File: config.mk
export PLATFORM = sky130hd
export DESIGN_NAME = angle_knob_increment_tracker
export DESIGN_NICKNAME = d
export VERILOG_FILES = /design/src/rtl/core/akit_pkg.sv /design/src/rtl/core/akit_step.sv /design/src/rtl/core/angle_knob_increment_tracker.sv
export SDC_FILE = /design/constraint.sdc
export NUM_CORES = 1
export LEC_CHECK = 0
export ABC_AREA = 0
export BUFFER_PORTS_ARGS = -buffer_cell sky130_fd_sc_hd__buf_2
export CORE_AREA = 3 3 153 155
export DETAILED_ROUTE_END_ITERATION = 10
export DIE_AREA = 0 0 156 158
export MAX_ROUTING_LAYER = met4
export PLACE_DENSITY = 0.87
export SYNTH_ARGS = -nofsm -noshare
export SYNTH_HDL_FRONTEND = slang
export SYNTH_SLANG_ARGS = --single-unit
export TNS_END_PERCENT = 50
File: constraint.sdc
create_clock -name clk_i -period 15.7 [get_ports clk_i]
set_clock_uncertainty 0.15 [all_clocks]
set_input_delay 1.57 -clock clk_i [delete_from_list [all_inputs] [get_ports clk_i]]
set_output_delay 1.57 -clock clk_i [all_outputs]
set_load 0.05 [all_outputs]
File: src/rtl/core/akit_pkg.sv
// Package for the angle knob increment tracker.
// Holds field widths, fixed constants, op codes and the struct types shared by
// akit_step and angle_knob_increment_tracker. No dependencies.
package akit_pkg;

  // Fixed widths of the item fields
  localparam int KNOB_W  = 3;
  localparam int ANGLE_W = 12;
  localparam int VALUE_W = 7;
  localparam int TICK_W  = 8;

  // Knob value limit
  localparam logic [VALUE_W-1:0] VALUE_MAX = 7'd127;

  // Item operation codes
  typedef enum logic [0:0] {
    OP_SAMPLE = 1'b0,
    OP_LOAD   = 1'b1
  } op_e;

  // Control bits handed to the per-knob update logic
  typedef struct packed {
    op_e  op;
    logic hold;
    logic enable;
    logic seeded;
  } step_ctl_t;

  // Per-knob update result (value, flags and the new seeded bit)
  typedef struct packed {
    logic [VALUE_W-1:0]       value;
    logic                     changed;
    logic signed [TICK_W-1:0] ticks;
    logic                     seeded;
  } step_res_t;

endpackage

File: src/rtl/core/akit_step.sv
// Per-knob update logic of the angle knob increment tracker.
// Purely combinational: takes one item plus the addressed knob's state and
// returns the new state and the result fields. Uses akit_pkg.
module akit_step #(
  parameter int ANGLE_BITS = 12
) (
  input  akit_pkg::step_ctl_t              ctl_i,
  input  logic [ANGLE_BITS-1:0]            angle_i,
  input  logic [akit_pkg::VALUE_W-1:0]     load_value_i,
  input  logic [ANGLE_BITS-1:0]            last_angle_i,
  input  logic signed [ANGLE_BITS:0]       motion_sum_i,
  input  logic [akit_pkg::VALUE_W-1:0]     value_i,
  output akit_pkg::step_res_t              res_o,
  output logic [ANGLE_BITS-1:0]            last_angle_o,
  output logic signed [ANGLE_BITS:0]       motion_sum_o
);

  // Working width: enough for a full turn plus sign and headroom
  localparam int SW = ANGLE_BITS + 2;
  localparam int US = ANGLE_BITS - 7;
  localparam logic signed [SW-1:0] HalfTurn  = SW'(2 ** (ANGLE_BITS - 1));
  localparam logic signed [SW-1:0] TurnCnt   = SW'(2 ** ANGLE_BITS);
  localparam logic [SW-1:0]        TwoUnits  = SW'(2 ** (US + 1));

  logic signed [SW-1:0]                raw_d;
  logic signed [SW-1:0]                delta;
  logic signed [SW-1:0]                mv;
  logic signed [SW-1:0]                acc_base;
  logic signed [SW-1:0]                acc_sum;
  logic [SW-1:0]                       mag;
  logic [akit_pkg::TICK_W-1:0]         whole;
  logic signed [akit_pkg::TICK_W-1:0]  tick_sig;
  logic signed [SW-1:0]                acc_rem;
  logic signed [akit_pkg::VALUE_W+1:0] nv;
  logic [akit_pkg::VALUE_W-1:0]        nv_clamp;
  logic                                at_lim_hi;
  logic                                at_lim_lo;

  // Wrapped, negated angle delta (clockwise is positive)
  always_comb begin
    raw_d = $signed({2'b00, angle_i}) - $signed({2'b00, last_angle_i});
    delta = raw_d;
    if (raw_d > HalfTurn) begin
      delta = raw_d - TurnCnt;
    end else if (raw_d < -HalfTurn) begin
      delta = raw_d + TurnCnt;
    end
    mv = -delta;
  end

  // Accumulate, with the reversal-at-limit clear
  always_comb begin
    at_lim_hi = (value_i == akit_pkg::VALUE_MAX) && mv[SW-1] && (motion_sum_i > 0);
    at_lim_lo = (value_i == '0) && !mv[SW-1] && (mv != '0) && motion_sum_i[ANGLE_BITS];
    acc_base  = (at_lim_hi || at_lim_lo) ? '0 : SW'(motion_sum_i);
    acc_sum   = acc_base + mv;
    mag       = acc_sum[SW-1] ? SW'(-acc_sum) : SW'(acc_sum);
  end

  // Whole ticks truncated toward zero; the remainder keeps the sign
  always_comb begin
    whole    = akit_pkg::TICK_W'(mag >> US);
    tick_sig = acc_sum[SW-1] ? -$signed(whole) : $signed(whole);
    acc_rem  = acc_sum[SW-1] ? -$signed(SW'(mag[US-1:0])) : $signed(SW'(mag[US-1:0]));
    nv       = $signed({2'b00, value_i}) +
               $signed({tick_sig[akit_pkg::TICK_W-1], tick_sig});
    if (nv < 0) begin
      nv_clamp = '0;
    end else if (nv > $signed({3'b000, akit_pkg::VALUE_MAX})) begin
      nv_clamp = akit_pkg::VALUE_MAX;
    end else begin
      nv_clamp = nv[akit_pkg::VALUE_W-1:0];
    end
  end

  // Item decode and state update
  always_comb begin
    res_o.value   = value_i;
    res_o.ticks   = '0;
    res_o.seeded  = ctl_i.seeded;
    last_angle_o  = last_angle_i;
    motion_sum_o  = motion_sum_i;
    if (ctl_i.op == akit_pkg::OP_LOAD) begin
      res_o.value  = load_value_i;
      res_o.seeded = 1'b0;
      motion_sum_o = '0;
    end else if (ctl_i.enable) begin
      last_angle_o = angle_i;
      if (!ctl_i.seeded) begin
        res_o.seeded = 1'b1;
        motion_sum_o = '0;
      end else if (ctl_i.hold) begin
        motion_sum_o = '0;
      end else if (mag >= TwoUnits) begin
        res_o.ticks = tick_sig;
        res_o.value = nv_clamp;
        if (nv_clamp == '0 || nv_clamp == akit_pkg::VALUE_MAX) begin
          motion_sum_o = '0;
        end else begin
          motion_sum_o = acc_rem[ANGLE_BITS:0];
        end
      end else begin
        motion_sum_o = acc_sum[ANGLE_BITS:0];
      end
    end
    res_o.changed = (res_o.value != value_i);
  end

endmodule

File: src/rtl/core/angle_knob_increment_tracker.sv
// Angle knob increment tracker: absolute knob angles in, 0..127 knob values out.
// Item, then result, registered; per-knob state is a flip-flop read-modify-write.
// Throughput: 1 item per cycle unless a full result register is blocked.
// Reset (rst_ni low, async): enable off, all knobs unseeded, values and sums zero.
// Depends on akit_pkg and akit_step.
module angle_knob_increment_tracker #(
  parameter int KNOBS      = 6,
  parameter int ANGLE_BITS = 12
) (
  input  logic                                clk_i,
  input  logic                                rst_ni,
  // configuration write channel
  input  logic                                cfg_valid_i,
  output logic                                cfg_ready_o,
  input  logic                                cfg_enable_i,
  // input items
  input  logic                                in_valid_i,
  output logic                                in_ready_o,
  input  logic                                op_i,
  input  logic [akit_pkg::KNOB_W-1:0]         knob_i,
  input  logic [akit_pkg::ANGLE_W-1:0]        angle_i,
  input  logic [akit_pkg::VALUE_W-1:0]        load_value_i,
  input  logic                                hold_i,
  // result items
  output logic                                out_valid_o,
  input  logic                                out_ready_i,
  output logic [akit_pkg::KNOB_W-1:0]         knob_out_o,
  output logic [akit_pkg::VALUE_W-1:0]        value_o,
  output logic                                changed_o,
  output logic signed [akit_pkg::TICK_W-1:0]  ticks_o
);

  localparam int KW = (KNOBS > 1) ? $clog2(KNOBS) : 1;

  // Configuration
  logic enable_q;

  // Input register
  logic                         in_valid_q;
  akit_pkg::op_e                op_q;
  logic [akit_pkg::KNOB_W-1:0]  knob_q;
  logic [ANGLE_BITS-1:0]        angle_q;
  logic [akit_pkg::VALUE_W-1:0] load_q;
  logic                         hold_q;

  // Per-knob state
  logic                         seeded_q     [KNOBS];
  logic [ANGLE_BITS-1:0]        last_angle_q [KNOBS];
  logic signed [ANGLE_BITS:0]   motion_sum_q [KNOBS];
  logic [akit_pkg::VALUE_W-1:0] knob_value_q [KNOBS];

  // Result register
  logic                                out_valid_q;
  logic [akit_pkg::KNOB_W-1:0]         knob_out_q;
  logic [akit_pkg::VALUE_W-1:0]        value_q;
  logic                                changed_q;
  logic signed [akit_pkg::TICK_W-1:0]  ticks_q;

  logic                       advance;
  logic                       in_range;
  logic [KW-1:0]              idx;
  akit_pkg::step_ctl_t        ctl;
  akit_pkg::step_res_t        res;
  logic [ANGLE_BITS-1:0]      last_angle_d;
  logic signed [ANGLE_BITS:0] motion_sum_d;
  logic                       state_we;
  logic                       en_rise;

  // Handshakes
  assign cfg_ready_o = 1'b1;
  assign advance     = in_valid_q && (!out_valid_q || out_ready_i);
  assign in_ready_o  = !in_valid_q || !out_valid_q || out_ready_i;
  assign en_rise     = cfg_valid_i && cfg_enable_i && !enable_q;

  // Enable register
  always_ff @(posedge clk_i or negedge rst_ni) begin
    if (!rst_ni) begin
      enable_q <= 1'b0;
    end else if (cfg_valid_i) begin
      enable_q <= cfg_enable_i;
    end
  end

  // Input register
  always_ff @(posedge clk_i or negedge rst_ni) begin
    if (!rst_ni) begin
      in_valid_q <= 1'b0;
    end else if (in_ready_o) begin
      in_valid_q <= in_valid_i;
    end
  end

  always_ff @(posedge clk_i) begin
    if (in_valid_i && in_ready_o) begin
      op_q    <= akit_pkg::op_e'(op_i);
      knob_q  <= knob_i;
      angle_q <= ANGLE_BITS'(angle_i);
      load_q  <= load_value_i;
      hold_q  <= hold_i;
    end
  end

  // Knob select
  assign in_range = (5'(knob_q) < 5'(KNOBS));
  assign idx      = in_range ? KW'(knob_q) : '0;
  assign state_we = advance && in_range;

  assign ctl.op     = op_q;
  assign ctl.hold   = hold_q;
  assign ctl.enable = enable_q;
  assign ctl.seeded = seeded_q[idx];

  akit_step #(
    .ANGLE_BITS (ANGLE_BITS)
  ) u_step (
    .ctl_i        (ctl),
    .angle_i      (angle_q),
    .load_value_i (load_q),
    .last_angle_i (last_angle_q[idx]),
    .motion_sum_i (motion_sum_q[idx]),
    .value_i      (knob_value_q[idx]),
    .res_o        (res),
    .last_angle_o (last_angle_d),
    .motion_sum_o (motion_sum_d)
  );

  // Per-knob state write-back; enable rising unseeds every knob
  always_ff @(posedge clk_i or negedge rst_ni) begin
    if (!rst_ni) begin
      for (int i = 0; i < KNOBS; i++) begin
        seeded_q[i]     <= 1'b0;
        motion_sum_q[i] <= '0;
        knob_value_q[i] <= '0;
      end
    end else begin
      if (state_we) begin
        motion_sum_q[idx] <= motion_sum_d;
        knob_value_q[idx] <= res.value;
      end
      for (int i = 0; i < KNOBS; i++) begin
        if (en_rise) begin
          seeded_q[i] <= 1'b0;
        end else if (state_we && (idx == KW'(i))) begin
          seeded_q[i] <= res.seeded;
        end
      end
    end
  end

  // Reference angles are only read after being written
  always_ff @(posedge clk_i) begin
    if (state_we) begin
      last_angle_q[idx] <= last_angle_d;
    end
  end

  // Result register
  always_ff @(posedge clk_i or negedge rst_ni) begin
    if (!rst_ni) begin
      out_valid_q <= 1'b0;
    end else if (advance) begin
      out_valid_q <= 1'b1;
    end else if (out_ready_i) begin
      out_valid_q <= 1'b0;
    end
  end

  always_ff @(posedge clk_i) begin
    if (advance) begin
      knob_out_q <= knob_q;
      value_q    <= in_range ? res.value   : '0;
      changed_q  <= in_range ? res.changed : 1'b0;
      ticks_q    <= in_range ? res.ticks   : '0;
    end
  end

  assign out_valid_o = out_valid_q;
  assign knob_out_o  = knob_out_q;
  assign value_o     = value_q;
  assign changed_o   = changed_q;
  assign ticks_o     = ticks_q;

`ifndef SYNTHESIS
  // Input side only stalls behind a full, blocked result register
  a_stall_cause: assert property (@(posedge clk_i) disable iff (!rst_ni)
    !in_ready_o |-> out_valid_o && !out_ready_i)
    else $error("input stalled without a blocked result");

  // Ticks that leave the value unchanged only happen at a limit
  a_ticks_clamp: assert property (@(posedge clk_i) disable iff (!rst_ni)
    out_valid_o && (ticks_o != '0) && !changed_o |->
      (value_o == '0) || (value_o == akit_pkg::VALUE_MAX))
    else $error("ticks applied but value unchanged away from a limit");

  // Knobs out of range report zeros
  a_bad_knob: assert property (@(posedge clk_i) disable iff (!rst_ni)
    out_valid_o && (5'(knob_out_o) >= 5'(KNOBS)) |->
      (value_o == '0) && !changed_o && (ticks_o == '0))
    else $error("out-of-range knob produced a nonzero result");

  // Stored motion stays below two units in magnitude
  a_sum_bound: assert property (@(posedge clk_i) disable iff (!rst_ni)
    state_we |->
      (motion_sum_d < $signed((ANGLE_BITS + 1)'(2 ** (ANGLE_BITS - 6)))) &&
      (motion_sum_d > -$signed((ANGLE_BITS + 1)'(2 ** (ANGLE_BITS - 6)))))
    else $error("motion sum out of bounds");
`endif

endmodule

==> results of run 1 <==
==> stage by stage <==
| stage | utilization | cells | setup slack (ns) |
|---|---|---|---|
| finish | 0.695 | 1687 | 2.22 |
| global route | 0.695 | 1687 | 1.22 |
| CTS | 0.695 | 1687 | 2.48 |
| detailed placement | 0.659 | 1640 | 2.68 |
| global placement | 0.659 | 1640 | 3.29 |
| floorplan | - | 1352 | 4.16 |
==> worst paths after layout <==
| path | start | endpoint | slack (ns) | depth (start not counted) |
|---|---|---|---|---|
| max | knob_q[2]$_DFFE_PP_ | value_o[6]$_SDFFCE_PP0P_ | 2.22 | 44 |
| min | motion_sum_q[7]$_DFFE_PN0P_ | motion_sum_q[7]$_DFFE_PN0P_ | 0.32 | 2 |
| max reg2reg | knob_q[2]$_DFFE_PP_ | value_o[6]$_SDFFCE_PP0P_ | 2.22 | 44 |
| min reg2reg | motion_sum_q[7]$_DFFE_PN0P_ | motion_sum_q[7]$_DFFE_PN0P_ | 0.32 | 2 |
| max in group asynchronous | rst_ni | motion_sum_q[57]$_DFFE_PN0P_ | 13.11 | 2 |
| min in group asynchronous | rst_ni | knob_value_q[35]$_DFFE_PN0P_ | 1.06 | 1 |
==> layout make-up <==
cell class	instances	area [um^2]
clock buffers	43	766
clock inverters	4	36.3
fillers	1539	6690
inverters	46	173
multi-input cells	1002	6870
flip-flops and latches	244	6680
well taps	280	350
repair buffers	68	388
==> tightest hold or removal path: cells and delay by family, from the launching register on <==
family | cells | cell delay (ns)
simple gates | 1 | 0.05
flops | 1 | 0.34
compound gates | 1 | 0.05
==> layer usage <==
metal	up-vias	track usage	routed length, um
met5	-	-	0
met4	0	0.0984	1290
met3	142	0.0697	4070
met2	711	0.490	17300
met1	5413	0.416	14500
li1	5050	-	-
==> sequential cells by signal, summed over array words and instances, names as in the netlist, 3 cells and up <==
signal	flops
motion_sum_q	78
value_o	7
seeded_q	6
knob_out_o	3
knob_q	3
knob_value_q	42
load_q	7
angle_q	12
last_angle_q	72
ticks_o	8
==> report_power, final <==
| part | total (mW) | internal [mW] | switching (mW) |
|---|---|---|---|
| Combinational | 1.31 | 0.489 | 0.817 |
| Clock | 0.577 | 0.333 | 0.244 |
| Sequential | 0.841 | 0.783 | 0.0581 |
| Total | 2.72 | 1.61 | 1.12 |
==> kinds of logic after synthesis <==
| logic type | synth area share |
|---|---|
| simple gates | 0.162 |
| compound gates | 0.158 |
| flops | 0.478 |
| mux | 0.0984 |
| buf+inv | 0.0306 |
| xor+xnor | 0.0326 |
| fa+ha+maj | 0.0401 |
| other cells | 0.000268 |
==> cells in the final DEF (no fill, tap or decap), drive strengths merged, types with 8 or more instances in the layout <==
master,n
a31oi,29
xor2,18
a21oi,79
or2,8
mux2i,8
nand2,171
ha,40
edfxtp,115
xnor2,34
nor3,35
o22ai,10
inv,47
a21o,10
nand2b,12
nor4,8
o31ai,28
dfrtp,129
nor2b,13
nand4,11
or3,10
clkbuf,43
a222oi,10
buf,68
nand3,36
a211oi,15
mux4,13
o21ai,64
o21a,10
nor2,132
mux2,89
o211ai,14
==> metrics.md, run 1 <==
| Metric | Value |
|---|---|
| Status | `completed` |
| Synth top cells by count | `nand2_1 (171), nor2_1 (131), dfrtp_1 (129), edfxtp_1 (115)` |
| Final min period | `around 13 ns` |
| Post-synth top area share | `0.247` |
| Area Growth Syn to Fin | `9.25%` |
| Largest net degree at the start of global routing | `81` |
| Yosys top cell by area | `edfxtp_1` |
| Max-Cap Viols | `0` |
| Crit path DAT | `between 10 and 15 ns` |
| Starting density of the core | `0.636` |
| Final hold slack | `between 0.3 and 0.4 ns` |
| Cells after Synth | `around 1400` |
| Design area | `~0.015 mm^2` |
| Syn nets | `~1400` |
| Yosys warnings | `0` |
| Worst Path Buf+Inv | `2` |
| Core Rows | `54` |
| WL final | `~37000 um` |
| Clk root buf | `clkbuf_16` |
| Initial antenna violation count | `0` |
| Synthesized flop and latch total | `around 240` |
| Async SR Flop Fraction | `0.529` |
| Worst EP required | `15.93 ns` |
| IO Port Bufs | `50` |
| Crit-path max cell delay | `0.74 ns` |
| Routability Congestion | `slightly below 1` |
| Post-DP HPWL | `about 25000 um` |
| DRC Markers | `0` |
| DIE HEIGHT | `around 160 um` |
| CTS resizes | `0` |
| Fmax | `around 74 MHz` |
| Vias | `around 11000` |
| CTS tree | `built` |
| RSZ-0062 raised after global routing | `no` |
| Crit path max-delay family | `compound AO/OA/AOI/OAI gates` |
| Period utilization | `0.858` |
| Die Area | `0.0246 mm^2` |
| Number of flops mapped to enable cells by yosys | `between 100 and 150` |
| Top-count cell post-synth | `nand2_1` |
| Most used DFF post-synth | `dfrtp_1` |
| Hold Vio Cnt, Final | `0` |
| Inserted Diodes | `0` |
| Startpoint types | `flip-flop` |
| Post-CTS Setup Repair Bufs | `0` |
| Crit-path most repeated cell | `a21oi_1` |
| Relative slew margins | `0.176` |
| Core Region | `around 0.022 mm^2` |
| TritonCTS Sinks | `between 200 and 250` |
| Power Total | `roughly 2.7 mW` |
| Share of post-route cells with drive strength above 1 | `0.162` |
| Post-CTS Hold Buffers | `0` |
| Synth unique cells | `about 90` |
| Max clock buf depth | `3` |
| Syn_area_per_cell | `roughly 10 um^2` |
| Pwr Density | `178 mW/mm^2` |
| Slowest CP cell | `ha_1` |
| TritonCTS Buffers | `26` |
| Clock latency on the worst-skew pair | `about 0.54 ns` |
| Crit. End Element | `flip-flop` |
| Hold Path Class | `flip-flop to flip-flop` |
| DP Area | `about 0.014 mm^2` |
| I/O pins | `52` |
| Routed len/inst | `22.0 um` |
| # setup viols final | `0` |
| Main area contributors after synthesis | `edfxtp_1 (25%), dfrtp_1 (23%), mux2_2 (6.4%)` |
| LEAKAGE | `6.21 nW` |
| Slew @ Worst Pin | `1.24 ns` |
| Setup TNS | `0 ns` |
| Pins Over Slew Limit | `0` |
| First-pass GRT wire length | `59900 um` |
| WS Path Type | `flip-flop to flip-flop` |
| Crit Path Max Fanout | `62` |
| Number of global-route vias before repair | `between 10000 and 15000` |
| Total grt overflow | `0` |
| Final layout net count | `~1500` |
| Drt initial violations | `about 1400` |
| GRT Resource Usage Total | `0.314` |
| VDD IR-drop max | `slightly below 0.1 mV` |
| Vias per Instance | `6.71` |
| H-Tree Depth | `1` |
| CTS clk-pin slew, worst paths | `about 0.06 ns` |
| Mapped cell area | `around 0.014 mm^2` |
| Remaining antenna violation count after routing | `0` |
| DR pass1 iterations | `7` |
| Die span in x | `~160 um` |
| Seq/Total Area, Yosys | `0.478` |
No activity file was read; power rests on OpenSTA's default activity.
==> run 2: changes to the inputs <==
--- a/config.mk
+++ b/config.mk
@@ -7,12 +7,14 @@
 export LEC_CHECK = 0
 export ABC_AREA = 0
 export BUFFER_PORTS_ARGS = -buffer_cell sky130_fd_sc_hd__buf_2
-export CORE_AREA = 3 3 153 155
+export CORE_AREA = 3 3 155 157
+export CTS_CLUSTER_SIZE = 40
 export DETAILED_ROUTE_END_ITERATION = 10
-export DIE_AREA = 0 0 156 158
+export DIE_AREA = 0 0 158 160
 export MAX_ROUTING_LAYER = met4
 export PLACE_DENSITY = 0.87
 export SYNTH_ARGS = -nofsm -noshare
 export SYNTH_HDL_FRONTEND = slang
+export SYNTH_HIERARCHICAL = 1
 export SYNTH_SLANG_ARGS = --single-unit
 export TNS_END_PERCENT = 50
==> run 2 against run 1 <==
Against the previous run:
- via count shrank 2.8%
- flip-flop and latch count is the same
- critical path depth is the same
- highest routed layer unchanged
==> metrics.md, run 2 <==
| Metric | Value |
|---|---|
| Vias | `between 10000 and 15000` |
| Routed len/inst | `21.4 um` |
| Hold Crit Depth | `1` |
| DR pass1 iterations | `6` |
| Hold Path Class | `flip-flop to flip-flop` |
| Relative slew margins | `0.187` |
| Worst Path Buf+Inv | `3` |
| # setup viols final | `0` |
| Crit path max-delay family | `compound AO/OA/AOI/OAI gates` |
| IO Port Bufs | `50` |
| Most used DFF post-synth | `dfrtp_1` |
| Max-Cap Viols | `0` |
| Largest net degree at the start of global routing | `75` |
| Crit-path max cell delay | `about 0.96 ns` |
| Fmax | `74.8 MHz` |
| Startpoint types | `flip-flop` |
| Mapped cell area | `between 0.01 and 0.015 mm^2` |
| Biggest register | `motion_sum_q` |
| R2R depth | `44` |
| Total grt overflow | `0` |
| Cells after Synth | `roughly 1400` |
| Max reg flops | `just under 80` |
| Die Area | `0.0253 mm^2` |
| Inserted Diodes | `0` |
| Core Region | `0.0226 mm^2` |
| Setup TNS | `0 ns` |
| VDD IR-drop max | `slightly below 0.1 mV` |
| Crit Path Max Fanout | `60` |
| WS Path Type | `flip-flop to flip-flop` |
| H-Tree Depth | `1` |
| Yosys top cell by area | `edfxtp_1` |
| CTS clk-pin slew, worst paths | `around 0.06 ns` |
| First-pass GRT wire length | `57200 um` |
| Routability Congestion | `between 0.9 and 1` |
| Drt initial violations | `between 1000 and 1500` |
| GRT Resource Usage Total | `0.290` |
| TritonCTS Buffers | `26` |
| Status | `completed` |
| I/O pins | `52` |
| Die span in x | `158 um` |
| Worst EP required | `~16 ns` |
| Core Rows | `55` |
| Slew @ Worst Pin | `~1.2 ns` |
| LEAKAGE | `around 6.5 nW` |
| Clk root buf | `clkbuf_16` |
| Share of post-route cells with drive strength above 1 | `0.171` |
| Top-count cell post-synth | `nand2_1` |
| FF-to-FF Start | `knob_q[1]$_DFFE_PP_` |
| Max clock buf depth | `3` |
| Crit. End Element | `flip-flop` |
| Min-Delay Startpoint | `knob_value_q[30]$_DFFE_PN0P_` |
| DIE HEIGHT | `~160 um` |
| Commonest non-fill, non-tap cells in the layout | `nand2_1 (228), dfrtp_1 (129), edfxtp_1 (115)` |
| Syn nets | `1427` |
| Reg2reg setup slack | `about 2.3 ns` |
| Main area contributors after synthesis | `edfxtp_1 (24%), dfrtp_1 (23%), mux2_2 (7.4%)` |
| Post-CTS Hold Buffers | `0` |
| WL final | `between 30000 and 40000 um` |
| Crit-path most repeated cell | `a21oi_1` |
| Area Growth Syn to Fin | `8.81%` |
| Final layout net count | `around 1500` |
| Post-CTS Setup Repair Bufs | `0` |
| Synth unique cells | `90` |
| Initial antenna violation count | `0` |
| CTS resizes | `0` |
| TritonCTS Sinks | `approximately 240` |
| Clock latency on the worst-skew pair | `roughly 0.55 ns` |
| Synthesized flop and latch total | `approximately 240` |
| Starting density of the core | `0.627` |
| Synth top cells by count | `nand2_1 (228), dfrtp_1 (129), edfxtp_1 (115), a21oi_1 (106), mux2_2 (93)` |
| Commonest non-fill, non-tap cell in the layout | `nand2_1` |
| Final min period | `between 10 and 15 ns` |
| Hold Crit Endpoint | `knob_value_q[30]$_DFFE_PN0P_` |
| Pins Over Slew Limit | `0` |
| Seq/Total Area, Yosys | `0.471` |
| RSZ-0062 raised after global routing | `no` |
| CTS tree | `built` |
| Largest regs | `motion_sum_q: 78 flops, last_angle_q: 72 flops, knob_value_q: 42 flops` |
| Syn_area_per_cell | `10.5 um^2` |
| Post-DP HPWL | `between 20000 and 25000 um` |
| Pwr Density | `approximately 140 mW/mm^2` |
| R2r endpoint | `knob_value_q[14]$_DFFE_PN0P_` |
| Period utilization | `0.851` |
| Final hold slack | `0.338 ns` |
| Hold Vio Cnt, Final | `0` |
| Yosys warnings | `6` |
| Crit path DAT | `approximately 14 ns` |
| Number of flops mapped to enable cells by yosys | `between 100 and 150` |
| Async SR Flop Fraction | `0.529` |
| Vias per Instance | `~6.5` |
| Post-synth top area share | `0.243` |
| Levels on crit path | `44` |
| Slowest CP cell | `o21ai_0` |
| Number of global-route vias before repair | `10871` |
| Remaining antenna violation count after routing | `0` |
| DRC Markers | `0` |
-- run 2: layout make-up --
cell class / instances / area [um^2]
sequential: 244 / 6680
tap: 285 / 357
inverter: 36 / 135
clock buffer: 37 / 807
clock inverter: 10 / 109
multi-input combinational: 1010 / 7000
fill: 1628 / 7210
timing repair buffer: 63 / 350
-- run 2: routing by layer --
metal	part of all wire	global-route usage	wire length (um)	vias to the layer above
li1	-	-	-	4949
met4	0.031	0.0884	1120	0
met5	0	-	0	-
met1	0.40	0.394	14300	5324
met3	0.11	0.0593	3850	123
met2	0.46	0.445	16800	605
-- run 2: cell families after synthesis --
| family | Yosys count | share of synthesized area |
|---|---|---|
| simple gates | 480 | 0.164 |
| compound gates | 282 | 0.134 |
| flops | 244 | 0.471 |
| mux | 143 | 0.112 |
| buf+inv | 99 | 0.0385 |
| xor+xnor | 60 | 0.0400 |
| fa+ha+maj | 44 | 0.0404 |
| other cells | 1 | 0.000264 |
-- run 2: worst max path at each step --
stage | startpoint | end | slack (ns)
after floorplan | knob_q[1]$_DFFE_PP_ | motion_sum_q[12]$_DFFE_PN0P_ | 4.79
after global placement | knob_q[1]$_DFFE_PP_ | motion_sum_q[48]$_DFFE_PN0P_ | 3.11
after detailed placement | knob_q[1]$_DFFE_PP_ | motion_sum_q[20]$_DFFE_PN0P_ | 2.68
after CTS | knob_q[1]$_DFFE_PP_ | motion_sum_q[25]$_DFFE_PN0P_ | 2.51
after global routing | knob_q[1]$_DFFE_PP_ | motion_sum_q[7]$_DFFE_PN0P_ | 1.11
final | knob_q[1]$_DFFE_PP_ | knob_value_q[14]$_DFFE_PN0P_ | 2.33
-- run 2: through the flow --
| step | area (um^2) | total power [mW] | util | std cells | setup slack (ns) |
|---|---|---|---|---|---|
| after global placement | 14500 | 1.46 | 0.641 | 1638 | 3.11 |
| after detailed placement | 14500 | 1.48 | 0.641 | 1638 | 2.68 |
| after floorplan | 14200 | 1.33 | - | 1353 | 4.79 |
| after CTS | 15400 | 2.12 | 0.682 | 1685 | 2.51 |
| after global routing | 15400 | 2.24 | 0.682 | 1685 | 1.11 |
| final | 15400 | 2.14 | 0.682 | 1685 | 2.33 |
-- run 2: worst register-to-register path: cells and delay by family, from the launching register on --
kind	cells	cell delay, ns
adders and majority gates	6	2.22
muxes	2	0.70
buffers and inverters	3	0.44
xor gates and xnor gates	5	1.12
and+or+nand+nor	6	1.89
AOI/OAI and AO/OA	22	6.32
DFF	1	0.46
-- run 2: where the power goes --
group	switching [mW]	leakage, nW	internal (mW)	total, mW
registers	0.0305	2.81	0.736	0.767
clock network	0.258	0.448	0.377	0.636
logic	0.468	3.26	0.265	0.733
total	0.757	6.52	1.38	2.14
